$ cat config.mk
export PLATFORM = sky130hd
export DESIGN_NAME = framed_convolutional_encoder_k7
export DESIGN_NICKNAME = d
export VERILOG_FILES = /design/src/sv/fce_pkg.sv /design/src/sv/fce_in_stage.sv /design/src/sv/fce_core.sv /design/src/sv/fce_out_stage.sv /design/src/sv/framed_convolutional_encoder_k7.sv
export SDC_FILE = /design/constraint.sdc
export NUM_CORES = 1
export LEC_CHECK = 0
export BUFFER_PORTS_ARGS = -buffer_cell sky130_fd_sc_hd__buf_4
export CAP_MARGIN = 40
export CORE_ASPECT_RATIO = 0.75
export CORE_UTILIZATION = 45
export DETAILED_ROUTE_END_ITERATION = 8
export GPL_ROUTABILITY_DRIVEN = 0
export PLACE_DENSITY_LB_ADDON = 0.2
export RECOVER_POWER = 25
export SLEW_MARGIN = 10
export SYNTH_ARGS = -nofsm -noshare
export SYNTH_HDL_FRONTEND = slang
export SYNTH_SLANG_ARGS = --single-unit
export TNS_END_PERCENT = 50
$ cat constraint.sdc
create_clock -name clk -period 10 [get_ports clk]
set_input_delay 2 -clock clk [delete_from_list [all_inputs] [get_ports clk]]
set_output_delay 2 -clock clk [all_outputs]
set_load 0.01 [all_outputs]
$ cat src/sv/fce_pkg.sv
// Shared types, constants and the convolutional code function of the framed encoder.
`default_nettype none

package fce_pkg;

  localparam int WORD_W    = 64;
  localparam int SHIFT_W   = 6;
  localparam int NIBBLE_W  = 4;
  localparam int PARAM_W   = 16;
  localparam int COUNT_W   = 32;

  localparam int ID_BITS_DEF       = 8;
  localparam int VALUE_BITS_DEF    = 16;
  localparam int OWN_MODULE_ID_DEF = 1;
  localparam int END_MARKER_ID_DEF = 255;

  // Parameter ids carried in a header word addressed to this block.
  localparam int PARAM_FRAME_LEN    = 0;
  localparam int PARAM_SYMBOL_COUNT = 2;

  typedef enum logic [1:0] {
    PH_HEADER,
    PH_DATA_LO,
    PH_DATA_HI
  } phase_t;

  typedef struct packed {
    logic [WORD_W-1:0] word_out;
    logic              last;
    logic              coded;
  } result_t;

  typedef struct packed {
    logic [SHIFT_W-1:0]  shift;
    logic [NIBBLE_W-1:0] nibble;
  } enc_t;

  // Encodes two input bits, bit 0 first. Shift bit 0 holds the newest bit.
  function automatic enc_t encode_pair(input logic [SHIFT_W-1:0] shift_in,
                                       input logic [1:0] bits);
    enc_t               r;
    logic [SHIFT_W-1:0] s;
    logic               ga;
    logic               gb;
    s = shift_in;
    r.nibble = '0;
    for (int j = 0; j < 2; j++) begin
      ga = bits[j] ^ s[1] ^ s[2] ^ s[4] ^ s[5];
      gb = bits[j] ^ s[0] ^ s[1] ^ s[2] ^ s[5];
      r.nibble[2*j]   = ga;
      r.nibble[2*j+1] = gb;
      s = {s[SHIFT_W-2:0], bits[j]};
    end
    r.shift = s;
    return r;
  endfunction

endpackage

`default_nettype wire

$ cat src/sv/fce_in_stage.sv
// Input register that holds one item until the core has consumed it.
`default_nettype none

module fce_in_stage
  import fce_pkg::*;
(
  input  wire logic              clk,
  input  wire logic              rst,
  input  wire logic              word_valid,
  output logic                   word_stall,
  input  wire logic [WORD_W-1:0] word,
  input  wire logic              consume,
  output logic                   held_valid,
  output logic [WORD_W-1:0]      held_word
);

  logic accept;

  // A new item may enter in the same cycle the held one is consumed.
  assign word_stall = held_valid && !consume;
  assign accept     = word_valid && !word_stall;

  always_ff @(posedge clk) begin
    if (rst) begin
      held_valid <= 1'b0;
    end else if (accept) begin
      held_valid <= 1'b1;
    end else if (consume) begin
      held_valid <= 1'b0;
    end
  end

  always_ff @(posedge clk) begin
    if (accept) begin
      held_word <= word;
    end
  end

endmodule

`default_nettype wire

$ cat src/sv/fce_core.sv
// Header parsing, frame counting and convolutional encoding of the held item.
`default_nettype none

module fce_core
  import fce_pkg::*;
#(
  parameter int ID_BITS       = ID_BITS_DEF,
  parameter int VALUE_BITS    = VALUE_BITS_DEF,
  parameter int OWN_MODULE_ID = OWN_MODULE_ID_DEF,
  parameter int END_MARKER_ID = END_MARKER_ID_DEF
) (
  input  wire logic              clk,
  input  wire logic              rst,
  input  wire logic              held_valid,
  input  wire logic [WORD_W-1:0] held_word,
  output logic                   consume,
  output logic                   res_valid,
  output result_t                res,
  input  wire logic              res_ready
);

  localparam int ID_SHIFT = ID_BITS + VALUE_BITS;
  localparam logic [WORD_W-1:0] VALUE_MASK = (WORD_W'(1) << VALUE_BITS) - WORD_W'(1);

  phase_t              phase;
  phase_t              phase_next;
  logic [SHIFT_W-1:0]  code_shift;
  logic [SHIFT_W-1:0]  code_shift_next;
  logic [PARAM_W-1:0]  frame_len;
  logic [PARAM_W-1:0]  frame_len_next;
  logic [PARAM_W-1:0]  symbol_count;
  logic [PARAM_W-1:0]  symbol_count_next;
  logic [COUNT_W-1:0]  words_left;
  logic [COUNT_W-1:0]  words_left_next;

  logic [WORD_W-1:0]   hdr_id;
  logic [ID_BITS-1:0]  param_id;
  logic [COUNT_W-1:0]  param_id_ext;
  logic [PARAM_W-1:0]  value;
  logic                own_word;
  logic                end_word;
  logic [COUNT_W-1:0]  words_dec;
  enc_t                enc;

  assign hdr_id       = held_word >> ID_SHIFT;
  assign param_id     = held_word[VALUE_BITS +: ID_BITS];
  assign param_id_ext = COUNT_W'(param_id);
  assign value        = held_word[PARAM_W-1:0] & VALUE_MASK[PARAM_W-1:0];
  assign own_word     = hdr_id == WORD_W'(OWN_MODULE_ID);
  assign end_word     = hdr_id == WORD_W'(END_MARKER_ID);
  assign words_dec    = (words_left != '0) ? words_left - COUNT_W'(1) : words_left;
  assign enc          = encode_pair(code_shift,
                                    (phase == PH_DATA_HI) ? held_word[3:2] : held_word[1:0]);

  always_ff @(posedge clk) begin
    if (rst) begin
      phase        <= PH_HEADER;
      code_shift   <= '0;
      frame_len    <= '0;
      symbol_count <= '0;
      words_left   <= '0;
    end else begin
      phase        <= phase_next;
      code_shift   <= code_shift_next;
      frame_len    <= frame_len_next;
      symbol_count <= symbol_count_next;
      words_left   <= words_left_next;
    end
  end

  always_comb begin
    phase_next        = phase;
    code_shift_next   = code_shift;
    frame_len_next    = frame_len;
    symbol_count_next = symbol_count;
    words_left_next   = words_left;
    consume           = 1'b0;
    res_valid         = 1'b0;
    res.word_out      = held_word;
    res.last          = 1'b1;
    res.coded         = 1'b0;

    case (phase)
      PH_HEADER: begin
        if (held_valid) begin
          if (!own_word) begin
            res_valid = 1'b1;
          end
          consume = own_word || res_ready;
          if (consume) begin
            if (own_word) begin
              if (param_id_ext == COUNT_W'(PARAM_FRAME_LEN)) begin
                frame_len_next = value;
              end else if (param_id_ext == COUNT_W'(PARAM_SYMBOL_COUNT)) begin
                symbol_count_next = value;
              end
            end
            // A word that is both a setting and the end marker sizes the frame with
            // the value it has just written.
            if (end_word) begin
              words_left_next = COUNT_W'(frame_len_next) * COUNT_W'(symbol_count_next);
              if (words_left_next != '0) begin
                phase_next = PH_DATA_LO;
              end
            end
          end
        end
      end
      PH_DATA_LO: begin
        res_valid    = held_valid;
        res.word_out = WORD_W'(enc.nibble);
        res.last     = 1'b0;
        res.coded    = 1'b1;
        if (held_valid && res_ready) begin
          code_shift_next = enc.shift;
          phase_next      = PH_DATA_HI;
        end
      end
      PH_DATA_HI: begin
        res_valid    = held_valid;
        res.word_out = WORD_W'(enc.nibble);
        res.last     = 1'b1;
        res.coded    = 1'b1;
        if (held_valid && res_ready) begin
          consume         = 1'b1;
          code_shift_next = enc.shift;
          words_left_next = words_dec;
          phase_next      = (words_dec == '0) ? PH_HEADER : PH_DATA_LO;
        end
      end
      default: begin
        phase_next = PH_HEADER;
      end
    endcase
  end

endmodule

`default_nettype wire

$ cat src/sv/fce_out_stage.sv
// Result register that holds one result until the receiver takes it.
`default_nettype none

module fce_out_stage
  import fce_pkg::*;
(
  input  wire logic    clk,
  input  wire logic    rst,
  input  wire logic    res_valid,
  input  wire result_t res,
  output logic         res_ready,
  output logic         result_valid,
  input  wire logic    result_stall,
  output result_t      result
);

  assign res_ready = !result_valid || !result_stall;

  always_ff @(posedge clk) begin
    if (rst) begin
      result_valid <= 1'b0;
    end else if (res_ready) begin
      result_valid <= res_valid;
    end
  end

  always_ff @(posedge clk) begin
    if (res_ready && res_valid) begin
      result <= res;
    end
  end

endmodule

`default_nettype wire

$ cat src/sv/framed_convolutional_encoder_k7.sv
// Usage:
// Input channel word_valid/word_stall carries 64-bit stream words. Output channel
// result_valid/result_stall carries word_out with last and coded flags.
// In the header phase a word whose module id is this block's id sets frame length
// or symbol count and yields no result; any other word is forwarded unchanged with
// coded low. An end-marker word closes the header; the next frame_len*symbol_count
// words are data words, and each yields two coded nibbles (bits 1:0, then 3:2),
// the second one flagged last.
// An accepted item passes the input register and then the result register before its
// first result. Both coded nibbles of a data word pass through the single result
// register, and the word stays in the input register until its second nibble is taken.
// Reset clears the phase, the code shift register, both frame parameters and the
// word counter; the shift register is not cleared between frames.
// While the receiver stalls, the result register holds its item and the input
// register keeps one more; settings for this block are still absorbed, and
// word_stall rises once the held item needs the result register.
`default_nettype none

module framed_convolutional_encoder_k7
  import fce_pkg::*;
#(
  parameter int ID_BITS       = ID_BITS_DEF,
  parameter int VALUE_BITS    = VALUE_BITS_DEF,
  parameter int OWN_MODULE_ID = OWN_MODULE_ID_DEF,
  parameter int END_MARKER_ID = END_MARKER_ID_DEF
) (
  input  wire logic              clk,
  input  wire logic              rst,
  input  wire logic              word_valid,
  output logic                   word_stall,
  input  wire logic [WORD_W-1:0] word,
  output logic                   result_valid,
  input  wire logic              result_stall,
  output logic [WORD_W-1:0]      word_out,
  output logic                   last,
  output logic                   coded
);

  logic              consume;
  logic              held_valid;
  logic [WORD_W-1:0] held_word;
  logic              res_valid;
  logic              res_ready;
  result_t           res;
  result_t           result;

  fce_in_stage u_in_stage (
    .clk        (clk),
    .rst        (rst),
    .word_valid (word_valid),
    .word_stall (word_stall),
    .word       (word),
    .consume    (consume),
    .held_valid (held_valid),
    .held_word  (held_word)
  );

  fce_core #(
    .ID_BITS       (ID_BITS),
    .VALUE_BITS    (VALUE_BITS),
    .OWN_MODULE_ID (OWN_MODULE_ID),
    .END_MARKER_ID (END_MARKER_ID)
  ) u_core (
    .clk        (clk),
    .rst        (rst),
    .held_valid (held_valid),
    .held_word  (held_word),
    .consume    (consume),
    .res_valid  (res_valid),
    .res        (res),
    .res_ready  (res_ready)
  );

  fce_out_stage u_out_stage (
    .clk          (clk),
    .rst          (rst),
    .res_valid    (res_valid),
    .res          (res),
    .res_ready    (res_ready),
    .result_valid (result_valid),
    .result_stall (result_stall),
    .result       (result)
  );

  assign word_out = result.word_out;
  assign last     = result.last;
  assign coded    = result.coded;

endmodule

`default_nettype wire

==> results of run 1 <==
==> final timing paths <==
path                                          startpoint                    end  slack (ps)  depth (start not counted)
worst max-delay path            u_in_stage.held_word[28]        u_core.phase[0]         770                         26
worst min-delay path               u_core.words_left[11]  u_core.words_left[11]         480                          2
worst max register to register  u_in_stage.held_word[28]        u_core.phase[0]         770                         26
worst min register to register     u_core.words_left[11]  u_core.words_left[11]         480                          2
==> cell type report <==
cell class                      instances  area (um2)
Clock buffer                           32         609
Clock inverter                         10         144
Fill cell                            3641       19100
Inverter                              238         893
Multi-Input combinational cell       1357       11500
Sequential cell                       204        5390
Tap cell                              520         651
Timing Repair Buffer                  171        1300
==> flip-flops by register name, indices dropped and copies added, names as in the netlist <==
register,count
u_core.words_left,32
u_in_stage.held_word,64
u_core.frame_len,16
u_core.phase,2
u_core.symbol_count,16
u_in_stage.held_valid,1
u_core.code_shift,6
u_out_stage.result,66
u_out_stage.result_valid,1
==> power by group through the flow <==
stage | sequential [mW] | clock (mW) | combinational [mW]
3_5_place_dp | 0.991 | 0 | 0.592
6_report | 0.974 | 0.860 | 0.606
2_1_floorplan | 0.993 | 0 | 0.373
5_1_grt | 0.978 | 0.908 | 0.669
3_3_place_gp | 0.989 | 0 | 0.588
4_1_cts | 0.973 | 0.878 | 0.600
==> critical path: cells and delay by family, from the launching register on <==
| family | cells | cell delay [ps] |
|---|---|---|
| AO/OA/AOI/OAI | 3 | 960 |
| adder cells (fa/ha/maj) | 7 | 3360 |
| buffers and inverters | 4 | 840 |
| flip-flops | 1 | 410 |
| multiplexers | 1 | 620 |
| AND/OR/NAND/NOR | 11 | 2940 |
==> placed cells by master (no fill, tap or decap), types with 24 or more instances in the layout <==
master    instances
inv_1           238
nor2_1          222
nand2_1         207
fa_1            194
edfxtp_1        130
ha_1            109
buf_4           105
dfxtp_1          74
clkbuf_4         64
nor2b_1          62
a21oi_1          55
a211oi_1         54
o21ai_0          51
mux2i_1          42
mux2_2           30
nor3_1           28
nand3_1          24
==> cell families (layout without fill, tap and decap cells) <==
logic type,after synthesis,in the layout,share of synthesized area [%]
and+or+nand+nor,671,671,17.9
AOI/OAI and AO/OA,271,271,10.3
xor gates and xnor gates,38,38,1.88
adders and majority gates,305,305,29.2
DFF,204,204,29.8
muxes,72,72,4.19
buffers and inverters,319,451,6.79
==> per-stage QoR <==
stage	power (mW)	hold WS, ps
6_report	2.44	483
5_1_grt	2.56	519
2_1_floorplan	1.37	439
4_1_cts	2.45	483
3_3_place_gp	1.58	461
3_5_place_dp	1.58	467
==> layer usage <==
metal	share of wire (%)	GRT usage, %	routed length [um]
met5	0.080	0	41
met3	10	8.30	5360
met4	1.0	3.17	535
met2	41	35.4	20900
met1	48	39.4	24600
==> summary.txt, run 1 <==
Outcome
  – Outcome: finished with violations
  – Failing checks: design-rule violations, max-capacitance violations, max-slew violations

STA
  – RSZ-0062 raised after global routing: false
  – Slew Viols, Final: 69
  – Tcrit/Tclk final: 92.3%
  – Post-route setup TNS: 0 ps
  – Fin Clk Skew: 33.7 ps
  – Setup violators final: 0
  – Max_slew headroom: -96.7%
  – Fin crit period: 9230 ps
  – Max Clock Freq: 0.108 GHz
  – Hold Vio Cnt, Final: 0
  – Worst-margin pin slew: 2950 ps
  – Fin worst setup slack: 775 ps

Yosys
  – Count of cell types in the netlist: 83
  – Synthesized area per cell: 9.62 um2
  – Synth Warn #: 0
  – Top cells by area, synth: edfxtp_1, fa_1, dfxtp_1, ha_1, inv_1
  – Gate Count Post-Synth: 1,880
  – Synth top cells by count: inv_1, nor2_1, nand2_1
  – Seq/Total Area, Yosys: 29.8%
  – Async SR Flop Fraction: 0%
  – Share of the synthesized area in the top cell type: 21.6%
  – Yosys reg bits: 204
  – Most frequent cell after synthesis: inv_1
  – Post-Syn Nets: 2,253
  – EDFF count, synth: 130
  – Cell taking the most area after synthesis: edfxtp_1
  – Top FF cell, synth: edfxtp_1
  – Mapped Area: 0.0181 mm2

Critical path
  – CP endpoint kind: flip-flop
  – Max incr delay on CP: 620 ps
  – Crit-path slowest cell: mux2i_1
  – Critical Path RT: 10,440 ps
  – Crit-path most repeated cell: fa_1
  – Crit start category: flip-flop
  – Crit path DAT: 9660 ps
  – Crit-path max FO: 31
  – WS Path Type: reg2reg

Clock tree
  – Cts hold-fix bufs: 0
  – TritonCTS clock tree: yes
  – Num CTS Buffers: 23
  – Clk Tree Root Cell: clkbuf_16
  – H-tree depth: 1
  – Cts repair resizes: 0
  – Clock sink count: 204
  – Maximum clock insertion buffer count: 3
  – Clock slew at reported path FFs: 60 ps
  – Post-CTS Repair Setup Buffers: 0
  – Later-pin clock latency in the skew report: 550 ps

Place
  – # port buffers: 135
  – Pre-CTS setup slack: 849 ps
  – Hpwl dp: 40,800 um
  – Cell count after placement: 2,490
  – Placed cell areas: 0.0197 mm2

Layout
  – Layout Nets: 2,368
  – Layout cell share with drive strength beyond 1: 13.8%
  – Post-route cell area: 0.0205 mm2
  – Fin util: 51.8%
  – Non-Filler Instances: 2,532
  – Layout area overhead: 13.3%
  – N_diodes: 0

Power
  – Comb power frac: 24.8%
  – Sw frac: 31.2%
  – Power share of the sequential group: 39.9%
  – NetSw: 0.762 mW
  – Worst vdd ir: 107 uV
  – Internal power: 1.68 mW
  – Clock power frac: 35.2%
  – P_leak: 8.67 nW
  – P per Cell Area: 119 mW/mm2

GRT
  – Total gr overflow: 0
  – Largest net degree at the start of global routing: 75
  – First-pass GRT wire length: 81,000 um
  – GRT Resource Usage Total: 25.6%
  – Initial antenna violation count: 3
  – Vias in the first global route: 13.7k

Min path
  – Hold Path Class: reg2reg

Flow run
  – Max-cap violations: 1

Floorplan
  – Die Height: 176 um
  – Initial Util: 45.7%
  – Placeable Area: 0.0396 mm2
  – Die Area: 0.0410 mm2
  – Cell Rows: 63
  – Io pins: 136
  – Die X: 234 um

Route
  – Vias: 14.3k
  – Antenna-violating nets left: 0
  – Total Routed Length: 51,500 um
  – Detailed Route Iter0 Violations: 1,266
  – WL/cell: 20.3 um
  – DRC Markers: 34
  – Vias/cell: 5.66
  – Drt pass-1 iters: 7
Power figures use the tool's default switching activity.
==> run 2, diff against run 1 <==
--- a/config.mk
+++ b/config.mk
@@ -8,7 +8,7 @@
 export BUFFER_PORTS_ARGS = -buffer_cell sky130_fd_sc_hd__buf_4
 export CAP_MARGIN = 40
 export CORE_ASPECT_RATIO = 0.75
-export CORE_UTILIZATION = 45
+export CORE_UTILIZATION = 40
 export DETAILED_ROUTE_END_ITERATION = 8
 export GPL_ROUTABILITY_DRIVEN = 0
 export PLACE_DENSITY_LB_ADDON = 0.2
==> constraint.sdc (replaced) <==
create_clock -name clk -period 11.5 [get_ports clk]
set_input_delay 2.3 -clock clk [delete_from_list [all_inputs] [get_ports clk]]
set_output_delay 2.3 -clock clk [all_outputs]
set_load 0.01 [all_outputs]
==> summary.txt, run 2 (synthesized netlist as in run 1, its figures left out) <==
Outcome
  – Outcome: finished with violations (unchanged)
  – Failing checks: design-rule violations, max-capacitance violations, max-slew violations (unchanged)

STA
  – Max Clock Freq: 0.107 GHz (was 0.108 GHz)
  – Max_slew headroom: -92.9% (was -96.7%)
  – Tcrit/Tclk final: 80.9% (was 92.3%)
  – RSZ-0062 raised after global routing: false (unchanged)
  – Hold Vio Cnt, Final: 0 (unchanged)
  – Slew Viols, Final: 69 (unchanged)
  – Fin Clk Skew: 12.4 ps (was 33.7 ps)
  – Worst-margin pin slew: 2890 ps (was 2950 ps)
  – Setup violators final: 0 (unchanged)
  – Fin crit period: 9310 ps (was 9230 ps)
  – Post-route setup TNS: 0 ps (unchanged)

GRT
  – Initial antenna violation count: 0 (was 3)
  – Largest net degree at the start of global routing: 76 (was 75)
  – First-pass GRT wire length: 81,600 um (was 81,000 um)
  – Total gr overflow: 0 (unchanged)
  – GRT Resource Usage Total: 22.9% (was 25.6%)
  – Vias in the first global route: 13.8k (was 13.7k)

Clock tree
  – Cts repair resizes: 0 (unchanged)
  – Clk Tree Root Cell: clkbuf_16 (unchanged)
  – Clock slew at reported path FFs: 60 ps (about the same)
  – Cts hold-fix bufs: 0 (unchanged)
  – Maximum clock insertion buffer count: 3 (unchanged)
  – Clock sink count: 204 (unchanged)
  – H-tree depth: 1 (unchanged)
  – Post-CTS Repair Setup Buffers: 0 (unchanged)
  – Num CTS Buffers: 23 (unchanged)
  – Later-pin clock latency in the skew report: 540 ps (was 550 ps)
  – TritonCTS clock tree: yes (unchanged)

Critical path
  – R2R Setup Slk: 2190 ps (was 770 ps)
  – Critical R2R Capture: u_core.phase[0] (unchanged)
  – R2R depth: 27 (was 26)
  – Crit-path slowest cell: mux2i_1 (unchanged)
  – Crit-path max FO: 31 (unchanged)
  – Critical Path RT: 11,940 ps (was 10,440 ps)
  – WS Path Type: reg2reg (unchanged)
  – Worst r2r src: u_in_stage.held_word[28] (unchanged)
  – Crit path DAT: 9750 ps (was 9660 ps)
  – Buf/Inv on CP: 5 (was 4)
  – Crit. path cell count: 27 (was 26)
  – Crit-path most repeated cell: fa_1 (unchanged)
  – Crit start category: flip-flop (unchanged)
  – CP endpoint kind: flip-flop (unchanged)
  – Max incr delay on CP: 810 ps (was 620 ps)
  – Crit-path leading delay family: adder cells (unchanged)

Power
  – P per Cell Area: 104 mW/mm2 (was 119 mW/mm2)
  – Worst vdd ir: 109 uV (was 107 uV)
  – Post-route total power: 2.13 mW (was 2.44 mW)
  – P_leak: 8.66 nW (was 8.67 nW)

Floorplan
  – Die X: 248 um (was 234 um)
  – Die Area: 0.0461 mm2 (was 0.0410 mm2)
  – Initial Util: 40.6% (was 45.7%)
  – Placeable Area: 0.0446 mm2 (was 0.0396 mm2)
  – Die Height: 186 um (was 176 um)
  – Io pins: 136 (unchanged)
  – Cell Rows: 67 (was 63)

Route
  – Total Routed Length: 51,100 um (was 51,500 um)
  – DRC Markers: 16 (was 34)
  – Vias/cell: 5.45 (was 5.66)
  – Drt pass-1 iters: 9 (was 7)
  – Vias: 14.1k (was 14.3k)
  – WL/cell: 19.7 um (was 20.3 um)
  – Detailed Route Iter0 Violations: 1,057 (was 1,266)
  – Antenna-violating nets left: 0 (unchanged)

Layout
  – Most frequent cells in the layout: inv_1, nor2_1, nand2_1, fa_1, edfxtp_1 (unchanged)
  – Layout Nets: 2,361 (was 2,368)
  – Post-route cell area: 0.0206 mm2 (was 0.0205 mm2)
  – Top flop regs: u_out_stage.result (66), u_in_stage.held_word (64), u_core.words_left (32) (unchanged)
  – N_diodes: 0 (unchanged)
  – Most common library cell in the layout ignoring fill and taps: inv_1 (unchanged)
  – Max reg flops: 66 (unchanged)
  – Biggest register: u_out_stage.result (unchanged)
  – Layout area overhead: 13.6% (was 13.3%)
  – Layout cell share with drive strength beyond 1: 13.8% (about the same)

Place
  – Hpwl dp: 40,300 um (was 40,800 um)
  – Placed cell areas: 0.0198 mm2 (was 0.0197 mm2)
  – # port buffers: 135 (unchanged)

Min path
  – Hold Path Class: reg2reg (unchanged)
  – Hold Crit Endpoint: u_core.words_left[11] (unchanged)
  – Worst hold stages: 2 (unchanged)
  – Min-delay src: u_core.words_left[11] (unchanged)

Flow run
  – Max-cap violations: 1 (unchanged)
[run 2: cell types whose count changed in the layout (fill, tap and decap cells not counted)]
cell	delta
clkbuf_4	-21
buf_4	+14
clkbuf_1	-6
clkinv_4	+6
clkinv_1	+1
clkinv_2	-1
clkinvlp_2	+1
inv_6	-1
[run 2: worst max path at each step]
stage | startpoint | endpoint | slack [ps]
after floorplan | u_in_stage.held_word[28] | u_core.phase[0] | 3600
after global placement | u_in_stage.held_word[28] | u_core.phase[0] | 2160
after detailed placement | u_in_stage.held_word[28] | u_core.phase[0] | 2300
after CTS | u_in_stage.held_word[28] | u_core.phase[0] | 2280
after global routing | u_in_stage.held_word[28] | u_core.phase[0] | 1750
final | u_in_stage.held_word[28] | u_core.phase[0] | 2190
[run 2: worst reg2reg max path, cell delays in order, from the launching register on]
cell      delay [ps]
edfxtp_1         420
nor4_1           460
nand4_1          380
nor4_4           300
buf_4            450
mux2i_1          840
nor2_1           170
fa_1             570
inv_1             50
fa_1             530
inv_1             80
fa_1             480
fa_1             500
fa_1             490
inv_1             50
fa_1             470
inv_1             40
ha_1             440
and4_1           500
and4_1           240
nand3_1          160
a31o_2           250
a211oi_1         400
nand2_1          100
nor4_1           310
and4_1           280
nor2_1            50
o31ai_1          200
[run 2: power breakdown]
| part | internal, mW | total, mW | switching (mW) |
|---|---|---|---|
| logic | 0.193 | 0.524 | 0.331 |
| clock network | 0.441 | 0.763 | 0.321 |
| registers | 0.824 | 0.845 | 0.0212 |
| total | 1.46 | 2.13 | 0.673 |
[run 2: area by class of cell]
class,instances,area [um2]
clock buffers,26,587
clock inverters,16,191
fillers,4247,24000
inverters,238,893
multi-input cells,1357,11500
flip-flops and latches,204,5390
well taps,586,733
repair buffers,164,1250
[run 2: stage by stage]
step                      setup WS (ps)  cells  hold slack (ps)  utilization (%)
after floorplan                    3600   1880              439                -
after global routing               1750   2591              518             46.1
after global placement             2160   2544              462             44.2
after CTS                          2280   2591              486             46.1
final                              2190   2591              483             46.1
after detailed placement           2300   2549              473             44.3
[run 2: routing by layer]
metal	share of wire [%]	track usage [%]	vias to the layer above
met5	0	0	-
met4	1.5	3.93	0
met3	8.1	4.30	55
met2	42	33.0	503
met1	48	35.5	6993
li1	-	-	6576
